==> config.mk <==
export PLATFORM = sky130hd
export DESIGN_NAME = vpu_pipe
export DESIGN_NICKNAME = d
export VERILOG_FILES = /design/src/design/vpu_pkg.sv /design/src/design/vpu_pipe.sv
export SDC_FILE = /design/constraint.sdc
export NUM_CORES = 1
export LEC_CHECK = 0
export BUFFER_PORTS_ARGS = -buffer_cell sky130_fd_sc_hd__buf_2
export CAP_MARGIN = 20
export CELL_PAD_IN_SITES_DETAIL_PLACEMENT = 1
export CELL_PAD_IN_SITES_GLOBAL_PLACEMENT = 1
export CORE_UTILIZATION = 43
export DETAILED_ROUTE_END_ITERATION = 10
export PLACE_DENSITY = 0.86
export SLEW_MARGIN = 5
export SYNTH_ARGS = -nofsm -noshare
export SYNTH_HDL_FRONTEND = slang
export SYNTH_SLANG_ARGS = --single-unit
==> constraint.sdc <==
create_clock -name clock -period 3.12 [get_ports clock]
set_clock_uncertainty 0.1 [all_clocks]
set_input_delay 0.624 -clock clock [delete_from_list [all_inputs] [get_ports clock]]
set_output_delay 0.624 -clock clock [all_outputs]
set_load 0.05 [all_outputs]
==> src/design/vpu_pkg.sv <==
package vpu_pkg;

   localparam int COEF_WIDTH_DEF = 32;
   localparam int FRAC_BITS_DEF  = 16;
   localparam int DATA_W         = 32;
   localparam int PIX_W          = 16;
   localparam int DIM_W          = 14;
   localparam int ACT_W          = 2;
   localparam int IDX_W          = 4;
   localparam int CSR_W          = 1;

   // divider: operand prep, one quotient bit per stage, saturation
   localparam int DIV_LAT = DATA_W + 2;

   localparam logic [ACT_W-1:0] ACT_LOAD   = 2'd0;
   localparam logic [ACT_W-1:0] ACT_UNPROJ = 2'd1;
   localparam logic [ACT_W-1:0] ACT_PROJ   = 2'd2;
   localparam logic [ACT_W-1:0] ACT_SKIP   = 2'd3;

   localparam logic [CSR_W-1:0] CSR_WIDTH  = 1'b0;
   localparam logic [CSR_W-1:0] CSR_HEIGHT = 1'b1;

   localparam logic [DIM_W-1:0] WIDTH_RST  = 14'd1280;
   localparam logic [DIM_W-1:0] HEIGHT_RST = 14'd720;

   typedef struct packed {
      logic                     valid;
      logic [ACT_W-1:0]         action;
      logic [IDX_W-1:0]         coef_index;
      logic signed [DATA_W-1:0] coef_value;
      logic signed [DATA_W-1:0] depth;
      logic signed [DATA_W-1:0] pos_x;
      logic signed [DATA_W-1:0] pos_y;
      logic signed [DATA_W-1:0] pos_z;
      logic signed [DATA_W-1:0] pos_w;
   } ndc_side_type;

   typedef struct packed {
      logic             valid;
      logic [ACT_W-1:0] action;
      logic             fault;
   } tail_side_type;

endpackage

==> src/design/vpu_pipe.sv <==
module vpu_pipe
   import vpu_pkg::*;
#(
   parameter int WIDTH = 8,
   parameter int DEPTH = 2
) (
   input  logic             clock,
   input  logic             reset,
   input  logic             en,
   input  logic [WIDTH-1:0] d,
   output logic [WIDTH-1:0] q
);

   logic [WIDTH-1:0] stage_ff [DEPTH];

   always_ff @(posedge clock) begin
      if (reset) begin
         for (int i = 0; i < DEPTH; i++) stage_ff[i] <= '0;
      end else if (en) begin
         stage_ff[0] <= d;
         for (int i = 1; i < DEPTH; i++) stage_ff[i] <= stage_ff[i-1];
      end
   end

   assign q = stage_ff[DEPTH-1];

endmodule

**Yosys cells after proc, flatten, opt, wreduce, memory -nomap -nowiden**

Memory sizes are Yosys's and may differ from the RTL's.
Cells that the tools add are included.

- Bits in latches: 0
- Memories kept: 1
- Output and inout bits: 8
- Register bits after elaboration: 0
- ROM bits: 0
- Input bits: 11
- Bits in writable memories: 16
- Logic and storage cells: 10

- Shifts and indexed selects: 0
- Multiply operators: 0
- $lt $le $gt $ge: 0
- Reduce and logical (&&, ||, !) cells: 0
- Equality and inequality tests: 0
- Multiplexer cells: 7
- $add $sub $neg: 0
- Divide/modulo/power cells: 0
- Bitwise logic cells: 2

Memory list:

| name | depth | width | rd ports | clocked after memory_dff | write ports | line | RTL |
|---|---|---|---|---|---|---|---|
| stage_ff | 2 | 8 | 2 | 0 | 2 | vpu_pipe.sv:14 | `logic [WIDTH-1:0] stage_ff [DEPTH];` |

Operator list:

| operator | count |
|---|---|
| 2-to-1 mux 8 bit | 2 |
| 2-to-1 mux 1 bit | 5 |
| OR 1 bit | 2 |

**Depth between registers and ports, before layout**

- Word-level depth: 4
- Gate-level depth with buffers: 2
- Gate-level depth less buffers: 1

**Worst setup path before layout**

No wires, ideal clock.

- Path type: input to register
- Start point: input port reset
- End point: memory stage_ff[0][0], enable pin
- Buffers on the path: 1
- Stages: 2
- Required time: 2.647 ns
- Setup slack: 1.523 ns
- Library setup time: 0.373 ns
- Data arrival time: 1.124 ns
- Cells stage by stage: buf_6 or2_1

RTL lines:

| item | line | RTL |
|---|---|---|
| from (decl) | vpu_pipe.sv:8 | `input logic reset,` |
| to (decl) | vpu_pipe.sv:14 |  |

==> summary.md <==
| Metric | Value |
|---|---|
| Post-layout min period | `1594 ps` |
| # setup viols final | `0` |
| FF/Latch Area | `480.5 um2` |
| Status | `finished, final reports clean` |
| CTS tree | `yes` |
| Crit. End Element | `primary output` |
| Max cap viols | `0` |
| Fill cells | `159` |
| Setup_tns | `0 ps` |
| Vias in the first global route | `366` |
| Die Wd | `42.83 um` |
| Biggest regs | `stage_ff x16` |
| Die Area | `1834 um2` |
| R2R setup slack | `2200 ps` |
| Clock sinks | `16` |
| Max FO, Critical Path | `1` |
| Vias per cell | `4.986` |
| H-Tree Depth | `1` |
| Post-route ant nets | `0` |
| I/O pins | `19` |
| Cells along the critical path | `buf_2` |
| Antenna fix cells | `0` |
| Cell Area, Synth | `716.9 um2` |
| Max Freq | `627.3 MHz` |
| Largest net degree at the start of global routing | `18` |
| Yosys top cell by area | `edfxtp_1` |
| Register clock-pin slew on the reported worst setup and hold paths | `90 ps` |
| Slew headroom | `0.5563` |
| First-pass GRT wire length | `1545 um` |
| Vias | `354` |
| Sequential element share of the synthesized area | `0.6702` |
| Peak VDD IR | `0.0002349 V` |
| Seq cells post-synth | `16` |
| Mean post-synth cell area | `16.67 um2` |
| Row count | `14` |
| Total gr overflow | `0` |
| Nets | `67` |
| Commonest non-fill, non-tap cell in the layout | `buf_2` |
| Area of the multi-input gates | `153.9 um2` |
| Syn. warnings | `0` |
| Worst path max stage delay | `370 ps` |
| Wirelength per Cell | `12.87 um` |
| Synth unique cells | `6` |
| Core Region | `1524 um2` |
| Total power | `416.8 uW` |
| Post-CTS setup buffers | `0` |
| WS Path Type | `reg -> out` |
| Type of the most critical hold path | `reg -> reg` |
| Max reg flops | `16` |
| Pre-antenna DRT Iters | `1` |
| WP data arrival | `870 ps` |
| Layout cell share with drive strength beyond 1 | `0.4909` |
| Num CTS Buffers | `3` |
| Port Buf Inserts | `18` |
| RSZ-0062 raised after global routing | `no` |
| CP Buf/Inv Count | `1` |
| CTS hold repair buffers | `0` |
| Final hold vios | `0` |
| Number of gates resized after CTS | `0` |
| LEAKAGE | `0.3809 nW` |
| Drc violations | `0` |
| Post-Route WL | `914 um` |
| DR iter-0 viols | `0` |
| Yosys top cell area share | `0.6702` |
| Post-Syn Instances | `43` |
| Syn Nets | `54` |
| Die Ht | `42.83 um` |
| Placer congestion estimate | `0.6454` |
| Worst-Skew Late Latency | `280 ps` |
| Power density over the cells | `540.8 nW/um2` |
| Syn-to-layout area delta | `7.504%` |
| Worst path required time | `2400 ps` |
| Max Transition Viols Final | `0` |
| Startpoint types | `flip-flop` |
| Most frequent cells in the layout | `buf_2 (18), edfxtp_1 (16), and3b_1 (10), and3b_2 (6), clkbuf_4 (3)` |
| Initial antenna violation count | `0` |
| CTS root buf | `clkbuf_4` |
| GRT Util Overall | `0.1241` |
| Initial Utilization | `0.4704` |
| Deepest clock path buffer count | `2` |
| Final critical-path share of the clock period | `0.5109` |
| Slowest cell on the critical path | `edfxtp_1` |
| Tightest Pin Transition | `665.5 ps` |
| Top delay family on crit path | `flip-flops` |
| Area contributors post-synth | `edfxtp_1 (67%), and3b_1 (12%), and3b_2 (8.4%)` |
| Register with the most flip-flops | `stage_ff` |
path summary, 6_finish.rpt:
| kind | endpoint | start | cells after the start |
|---|---|---|---|
| max | q[1] | stage_ff[0][9] | 1 |
| min | stage_ff[0][12] | stage_ff[0][4] | 1 |
| max reg2reg | stage_ff[0][14] | stage_ff[0][6] | 1 |
| min reg2reg | stage_ff[0][12] | stage_ff[0][4] | 1 |
cells by family after synthesis:
logic type	share of synthesized area
simple gates	0.2147
flops	0.6702
buf+inv	0.1152
synthesized netlist by cell type:
library cell / number
buf_4: 8
and3b_1: 10
and3b_2: 6
edfxtp_1: 16
or2_1: 1
buf_6: 2
power by group:
| part | switching (mW) | leakage [nW] | total [mW] | internal, mW |
|---|---|---|---|---|
| Combinational | 0.0378 | 0.191 | 0.0535 | 0.0157 |
| Sequential | 0.00333 | 0.175 | 0.257 | 0.253 |
| Clock | 0.0605 | 0.0154 | 0.107 | 0.0463 |
metrics by stage:
stage          area [um2]  hold WS, ps  cells  setup slack [ps]  utilization
6_report            770.7        462.0     71              1526       0.5057
5_1_grt             770.7        496.1     71              1460       0.5057
4_1_cts             770.7        466.3     71              1501       0.5057
3_5_place_dp        744.5        444.4     67              1226       0.4885
3_3_place_gp        744.5        442.0     67              1301       0.4885
2_1_floorplan       716.9        431.0     43              1523            -
cell type report:
type / instances / share of cell area
sequential: 16 / 0.6234
clock buffer: 3 / 0.02922
timing repair buffer: 18 / 0.1169
multi-input combinational: 17 / 0.1997
clock inverter: 1 / 0.004870
tap: 16 / 0.02597
metal layers:
metal | vias to the layer above | track usage | wire length (um)
met2 | 19 | 0.1909 | 475
met1 | 157 | 0.1345 | 356
li1 | 176 | - | -
met3 | 2 | 0.02553 | 63
met5 | - | 0 | 0
met4 | 0 | 0.1313 | 19
No activity file was read; power rests on OpenSTA's default activity.
