--- src/design/vpu_pkg.sv ---
package vpu_pkg;

   localparam int COEF_WIDTH_DEF = 32;
   localparam int FRAC_BITS_DEF  = 16;
   localparam int DATA_W         = 32;
   localparam int PIX_W          = 16;
   localparam int DIM_W          = 14;
   localparam int ACT_W          = 2;
   localparam int IDX_W          = 4;
   localparam int CSR_W          = 1;

   // divider: operand prep, one quotient bit per stage, saturation
   localparam int DIV_LAT = DATA_W + 2;

   localparam logic [ACT_W-1:0] ACT_LOAD   = 2'd0;
   localparam logic [ACT_W-1:0] ACT_UNPROJ = 2'd1;
   localparam logic [ACT_W-1:0] ACT_PROJ   = 2'd2;
   localparam logic [ACT_W-1:0] ACT_SKIP   = 2'd3;

   localparam logic [CSR_W-1:0] CSR_WIDTH  = 1'b0;
   localparam logic [CSR_W-1:0] CSR_HEIGHT = 1'b1;

   localparam logic [DIM_W-1:0] WIDTH_RST  = 14'd1280;
   localparam logic [DIM_W-1:0] HEIGHT_RST = 14'd720;

   typedef struct packed {
      logic                     valid;
      logic [ACT_W-1:0]         action;
      logic [IDX_W-1:0]         coef_index;
      logic signed [DATA_W-1:0] coef_value;
      logic signed [DATA_W-1:0] depth;
      logic signed [DATA_W-1:0] pos_x;
      logic signed [DATA_W-1:0] pos_y;
      logic signed [DATA_W-1:0] pos_z;
      logic signed [DATA_W-1:0] pos_w;
   } ndc_side_type;

   typedef struct packed {
      logic             valid;
      logic [ACT_W-1:0] action;
      logic             fault;
   } tail_side_type;

endpackage

--- src/design/vpu_div.sv ---
module vpu_div
   import vpu_pkg::*;
#(
   parameter int NW   = 18,
   parameter int DW   = 15,
   parameter int FRAC = 16
) (
   input  logic                     clock,
   input  logic                     en,
   input  logic signed [NW-1:0]     num,
   input  logic signed [DW-1:0]     den,
   output logic signed [DATA_W-1:0] quo
);

   // quotient = num * 2^FRAC / den, magnitude truncated, saturated to DATA_W bits signed
   localparam int QW   = DATA_W;
   localparam int TOPW = NW + FRAC;
   localparam int CMPW = (TOPW > DW) ? TOPW : DW;

   logic          neg_ff  [QW+1];
   logic          ovf_ff  [QW+1];
   logic [DW-1:0] den_ff  [QW+1];
   logic [DW-1:0] rem_ff  [QW+1];
   logic [QW-1:0] quo_ff  [QW+1];
   logic [QW-1:0] low_ff  [QW+1];
   logic signed [QW-1:0] quo_out_ff;

   logic [NW-1:0]        num_u, nmag;
   logic [DW-1:0]        den_u, dmag;
   logic [TOPW+QW-1:0]   dividend;
   logic [TOPW-1:0]      top;
   logic                 ovf;

   always_comb begin
      num_u    = num;
      den_u    = den;
      nmag     = num_u[NW-1] ? (~num_u + NW'(1)) : num_u;
      dmag     = den_u[DW-1] ? (~den_u + DW'(1)) : den_u;
      dividend = {QW'(0), nmag, FRAC'(0)};
      top      = dividend[TOPW+QW-1:QW];
      ovf      = CMPW'(top) >= CMPW'(dmag);
   end

   always_ff @(posedge clock) begin
      if (en) begin
         neg_ff[0] <= num_u[NW-1] ^ den_u[DW-1];
         ovf_ff[0] <= ovf;
         den_ff[0] <= dmag;
         rem_ff[0] <= ovf ? '0 : DW'(top);
         quo_ff[0] <= '0;
         low_ff[0] <= dividend[QW-1:0];
      end
   end

   for (genvar i = 0; i < QW; i++) begin : g_step
      logic [DW:0] trial;
      logic        ge;
      always_comb begin
         trial = {rem_ff[i], low_ff[i][QW-1]};
         ge    = trial >= {1'b0, den_ff[i]};
      end
      always_ff @(posedge clock) begin
         if (en) begin
            neg_ff[i+1] <= neg_ff[i];
            ovf_ff[i+1] <= ovf_ff[i];
            den_ff[i+1] <= den_ff[i];
            rem_ff[i+1] <= ge ? DW'(trial - {1'b0, den_ff[i]}) : DW'(trial);
            quo_ff[i+1] <= {quo_ff[i][QW-2:0], ge};
            low_ff[i+1] <= {low_ff[i][QW-2:0], 1'b0};
         end
      end
   end

   logic [QW-1:0] mag, limit, clipped;

   always_comb begin
      mag     = ovf_ff[QW] ? '1 : quo_ff[QW];
      limit   = neg_ff[QW] ? {1'b1, {(QW-1){1'b0}}} : {1'b0, {(QW-1){1'b1}}};
      clipped = (mag > limit) ? limit : mag;
   end

   always_ff @(posedge clock) begin
      if (en) quo_out_ff <= neg_ff[QW] ? signed'(~clipped + QW'(1)) : signed'(clipped);
   end

   assign quo = quo_out_ff;

endmodule

--- config.mk ---
export PLATFORM = sky130hd
export DESIGN_NAME = vpu_div
export DESIGN_NICKNAME = d
export VERILOG_FILES = /design/src/design/vpu_pkg.sv /design/src/design/vpu_div.sv
export SDC_FILE = /design/constraint.sdc
export NUM_CORES = 2
export LEC_CHECK = 0
export ABC_AREA = 1
export BUFFER_PORTS_ARGS = -buffer_cell sky130_fd_sc_hd__buf_2
export CAP_MARGIN = 25
export CORE_ASPECT_RATIO = 0.75
export CORE_MARGIN = 2
export CORE_UTILIZATION = 65
export DETAILED_ROUTE_END_ITERATION = 16
export HOLD_SLACK_MARGIN = 0.12
export PLACE_DENSITY_LB_ADDON = 0.08
export SKIP_LAST_GASP = 1
export SLEW_MARGIN = 15
export SYNTH_ARGS = -nofsm -noshare
export SYNTH_HDL_FRONTEND = slang
export SYNTH_SLANG_ARGS = --single-unit
--- constraint.sdc ---
create_clock -name clock -period 10.7 [get_ports clock]
set_input_delay 1.07 -clock clock [delete_from_list [all_inputs] [get_ports clock]]
set_output_delay 1.07 -clock clock [all_outputs]
set_load 0.01 [all_outputs]
After elaboration in Yosys (flattened, before gate mapping)
Memory sizes are Yosys's and may differ from the RTL's.
Index checks and enable logic that the tools add are counted.
Storage, ports and cells
  bits in registers: 32
  input bits: 35
  word-level logic and storage cells: 121
  RAM bits: 3135
  memories: 6
Memory list
  quo_ff: words 33, width 32, rd ports 33, clocked after Yosys merged registers in 0, write ports 33, RTL line vpu_div.sv:24  | logic [QW-1:0] quo_ff [QW+1];
  low_ff: words 33, width 31, rd ports 32, clocked after Yosys merged registers in 0, write ports 33, RTL line vpu_div.sv:25  | logic [QW-1:0] low_ff [QW+1];
  den_ff: words 33, width 15, rd ports 32, clocked after Yosys merged registers in 0, write ports 33, RTL line vpu_div.sv:22  | logic [DW-1:0] den_ff [QW+1];
  rem_ff: words 33, width 15, rd ports 32, clocked after Yosys merged registers in 0, write ports 33, RTL line vpu_div.sv:23  | logic [DW-1:0] rem_ff [QW+1];
  neg_ff: words 33, width 1, rd ports 33, clocked after Yosys merged registers in 0, write ports 33, RTL line vpu_div.sv:20  | logic neg_ff [QW+1];
  ovf_ff: words 33, width 1, rd ports 33, clocked after Yosys merged registers in 0, write ports 33, RTL line vpu_div.sv:21  | logic ovf_ff [QW+1];
Operators by class
  bitwise gates (word level): 4
  add/sub/neg operators: 35
  mux-type cells: 41
  magnitude comparators: 34
Operators with widths (number)
  >= comparator 16 x 15 -> 1 bit: 32
  2-to-1 mux 15 bit: 33
  subtractor 15 bit: 32
  2-to-1 mux 32 bit: 4
  adder 32 x 1 -> 32 bit, second input constant: 1
  > comparator 32 bit: 1
  NOT 32 bit: 1
  adder 18 x 1 -> 18 bit, second input constant: 1
  2-to-1 mux 18 bit: 1
  NOT 18 bit: 1
  adder 15 x 1 -> 15 bit, second input constant: 1
  >= comparator 2 x 15 -> 1 bit: 1
  NOT 15 bit: 1
  2-to-1 mux 1 bit: 2
  2-to-1 mux 2 bit: 1
  XOR 1 bit: 1

Depth between registers and ports, before layout
An unclocked memory read counts as a cell.
  depth after elaboration: 7
  mapped depth: 30
  mapped depth without buffers: 28

Worst setup path before layout
No wires, ideal clock.
  kind: reg2reg
  start: mem neg_ff[32][0], in the netlist neg_ff[1][0]
  end: reg quo_out_ff[24], in the netlist quo[24], data pin
  stages on the path, launching flop included: 24
  required time: 10448 ps
  path buffers: 3
  arrival: 3850 ps
  setup slack: 6598 ps
  cells stage by stage: edfxtp_1 inv_1 clkbuf_1 ha_1 nand2_1 nor2_2 nand2_1 nor2_2 nand4_2 nand3_2 buf_2 clkbuf_1 nand2_1 inv_1 ha_1 nand2_1 nor2_1 nand2_2 nor2_4 nand2_2 nand2_2 nand2_1 nand2_1 nand2_1
RTL lines
  start: declaration: RTL line vpu_div.sv:20
  end signal: assignment: RTL line vpu_div.sv:83  | if (en) quo_out_ff <= neg_ff[QW] ? signed'(~clipped + QW'(1)) : signed'(clipped);
  end: declaration: RTL line vpu_div.sv:26  | logic signed [QW-1:0] quo_out_ff;

==> impl_metrics.csv <==
group,metric,value,unit
timing,worst_slew_pin_slew,1.01,ns
route,drtIter0Drc,4388,
timing,rsz0062_at_grt,"false",
final_layout,drive_gt1_share,6.63,%
setup_path,crit_path_max_incr_delay,0.59,ns
grt,antenna_found_initial,2,
clock_network,path_clk_slew,0.07,ns
grt,grt_pass1_vias,45400,
clock_network,cts_resized,0,
final_layout,layout.nets,7365,
synth,synth-seq-cells,1709,
grt,grt_pass1_wl,245000,um
timing,drv_slew,0,
timing,setup-violations-final,0,
status,status,"finished, final reports clean",
setup_path,cp_cell_sequence,"buf_4 -> inv_1 -> ha_1 -> nand2_1 -> nor2_2 -> nand2_1 -> nor2_2 -> nand4_2 -> nand3_2 -> buf_4 -> nand2_2 -> inv_1 -> ha_1 -> nand2_1 -> nor2_1 -> nand2_2 -> nor2_4 -> nand2_1 -> nand2_2 -> nand2_1 -> nand2_1 -> nand2_1",
clock_network,tritoncts,"yes",
floorplan,io-pin-count,67,
timing,tns,0,ns
floorplan,core,122000,um2
power_and_ir_drop,ir_drop,208,uV
placement,post-dp-hpwl,108000,um
clock_network,clk_path_buf_depth,3,
synth,yosysWarnings,0,
power_and_ir_drop,pwr_density_cell,267,nW/um2
setup_path,path_class,"register to register",
synth,ys_async_sr_fraction,0,%
final_layout,antennaDiodeCount,0,
final_layout,synthToLayoutAreaGrowth,9.36,%
synth,syn-num-nets,7211,
synth,synth.avg_cell_area,12.0,um2
grt,grt_max_degree,192,
setup_path,cpMaxStageDelayCell,"buf_4",
timing,skew,0.0509,ns
final_layout,fillers,8457,
timing,fmax,208,MHz
floorplan,rows,111,
final_layout,final_util,71.5,%
placement,place.gp.congestion,0.905,
final_layout,final_area,87200,um2
final_layout,seqCellArea,51300,um2
synth,syn_area,79700,um2
floorplan,die_area,125000,um2
clock_network,cts_inserted_buffers,158,
route,drc,0,
placement,portBuffers,66,
timing,finalHoldViolations,0,
clock_network,htree_levels,4,
timing,hold_ws,0.383,ns
floorplan,die_y,307,um
synth,ys_seq_area_share,64.4,%
setup_path,crit_fanout,59,
setup_path,worst_setup_path_end_kind,"register",
setup_path,cpMostUsedCell,"nand2_1",
setup_path,crit_arrival,5.35,ns
final_layout,multi_input_comb_area,24600,um2
route,wl,156000,um
timing,min_period,4.81,ns
clock_network,post_cts_buffers,0,
route,drt-vias-per-instance,5.60,
placement,placed_area,81700,um2
synth,synth.distinct_cells,56,
synth,synth-edff-count,1709,
setup_path,start_kind,"register",
route,wl_per_cell,18.2,um
route,firstDrtPassIters,6,
synth,synthFlopType,"edfxtp_1",
clock_network,clock_sinks,1709,
clock_network,cts_hold_buf,0,
floorplan,initial_core_util,65.4,%
power_and_ir_drop,leakagePower,35.4,nW
floorplan,die-width,408,um
clock_network,cts_root_buf,"clkbuf_16",
clock_network,worstSkewPairLatency,0.83,ns
timing,maxSlewHeadroom,32.3,%
grt,track_usage,24.9,%
route,antenna_left,0,
route,vias,47900,
timing,finalCritPeriodShare,45.0,%
run,cap_violations,0,
grt,grt_overflow,0,
setup_path,worstPathRequired,11.24,ns
synth,syn_inst,6641,
hold_path,hold_class,"register to register",
[area by class of cell]
type                       count  share of cell area [%]
clock buffer                 183                    4.64
sequential                  1709                    58.9
tap                         1638                    2.35
multi-input combinational   3981                    28.2
clock inverter               106                    1.49
inverter                     851                    3.67
timing repair buffer          94                   0.785
[path summary, 6_finish.rpt]
check                           startpoint                        to  slack, ns  cells after the start
setup / recovery    neg_ff[1][0]$_DFFE_PP_         quo[22]$_DFFE_PP_       5.89                     22
hold reg to reg   quo_ff[0][942]$_DFFE_PP_  quo_ff[0][975]$_DFFE_PP_       0.38                      0
hold / removal    quo_ff[0][942]$_DFFE_PP_  quo_ff[0][975]$_DFFE_PP_       0.38                      0
setup reg to reg    neg_ff[1][0]$_DFFE_PP_         quo[22]$_DFFE_PP_       5.89                     22
[power by group]
part	internal (mW)	switching (mW)
registers	9.19	0.719
logic	2.95	4.74
clock network	3.14	2.57
[flip-flops by register name (all words and copies together), names as in the netlist]
register and cells:
quo_ff 528, low_ff 136, den_ff 480, ovf_ff 33
rem_ff 467, neg_ff 33, quo 32
[logic make-up (layout without fill, tap and decap cells)]
group	Yosys count	in the layout	synth area share [%]
buffers and inverters	951	1234	4.79
and+or+nand+nor	1865	1865	9.81
muxes	1	1	0.0141
xor gates and xnor gates	356	356	3.91
adders and majority gates	535	535	8.69
DFF	1709	1709	64.4
AOI/OAI and AO/OA	1224	1224	8.39
[cells in the mapped netlist, types with 7 or more instances]
cell type	count	area [um2]
nor2_1	633	2380
a221oi_1	7	61.3
nor3_1	75	375
ha_1	504	6310
xnor2_1	160	1400
nand3_1	151	756
o31ai_1	32	240
clkbuf_1	14	52.6
buf_6	14	158
o21a_1	22	165
or2_2	54	338
nor4_1	22	138
a21oi_1	779	3900
a21o_1	42	315
o21ai_0	206	1030
o21ai_2	12	105
edfxtp_1	1709	51300
nand4_1	34	213
a41oi_1	8	70.1
o21ai_1	17	85.1
xor2_1	196	1720
nor2_2	10	62.6
buf_2	33	165
buf_1	13	48.8
buf_4	26	195
nand2_1	823	3090
fa_1	31	621
a21boi_0	7	52.6
inv_1	846	3180
a31oi_1	62	388
nand2_2	30	188
[worst max-delay path: cells and delay by family (launching register included)]
family,cells,cell delay [ns]
and+or+nand+nor,16,1.89
adders and majority gates,2,0.63
buffers and inverters,4,1.68
DFF,1,0.32
[layout by cell type, fill, tap and decap left out, types with 8 or more instances in the layout]
| cell | n |
|---|---|
| a21o_1 | 42 |
| a21oi_1 | 779 |
| a31oi_1 | 62 |
| a41oi_1 | 8 |
| buf_2 | 65 |
| buf_4 | 16 |
| bufinv_16 | 15 |
| clkbuf_1 | 25 |
| clkbuf_16 | 158 |
| clkinv_1 | 34 |
| clkinv_16 | 14 |
| clkinv_2 | 21 |
| clkinv_4 | 8 |
| clkinvlp_4 | 14 |
| edfxtp_1 | 1709 |
| fa_1 | 31 |
| ha_1 | 504 |
| inv_1 | 846 |
| nand2_1 | 823 |
| nand2_2 | 30 |
| nand3_1 | 151 |
| nand4_1 | 34 |
| nor2_1 | 633 |
| nor2_2 | 10 |
| nor3_1 | 75 |
| nor4_1 | 22 |
| o21a_1 | 22 |
| o21ai_0 | 206 |
| o21ai_1 | 17 |
| o21ai_2 | 12 |
| o31ai_1 | 32 |
| or2_2 | 54 |
| xnor2_1 | 160 |
| xor2_1 | 196 |
[per-stage QoR]
| stage | std cells | setup slack [ns] | power [mW] |
|---|---|---|---|
| floorplan | 6641 | 6.60 | 15.7 |
| global placement | 8266 | 5.93 | 17.3 |
| detailed placement | 8268 | 5.90 | 17.5 |
| CTS | 8557 | 5.88 | 23.3 |
| global route | 8562 | 5.48 | 24.8 |
| finish | 8562 | 5.89 | 23.3 |
[layer usage]
| metal | up-vias | routed length (um) | track usage [%] |
|---|---|---|---|
| met4 | 2 | 2580 | 6.01 |
| li1 | 23600 | - | - |
| met5 | - | 8 | 0 |
| met2 | 1245 | 67900 | 36.6 |
| met3 | 199 | 8830 | 3.85 |
| met1 | 22900 | 76800 | 39.3 |
Power figures use the tool's default switching activity.
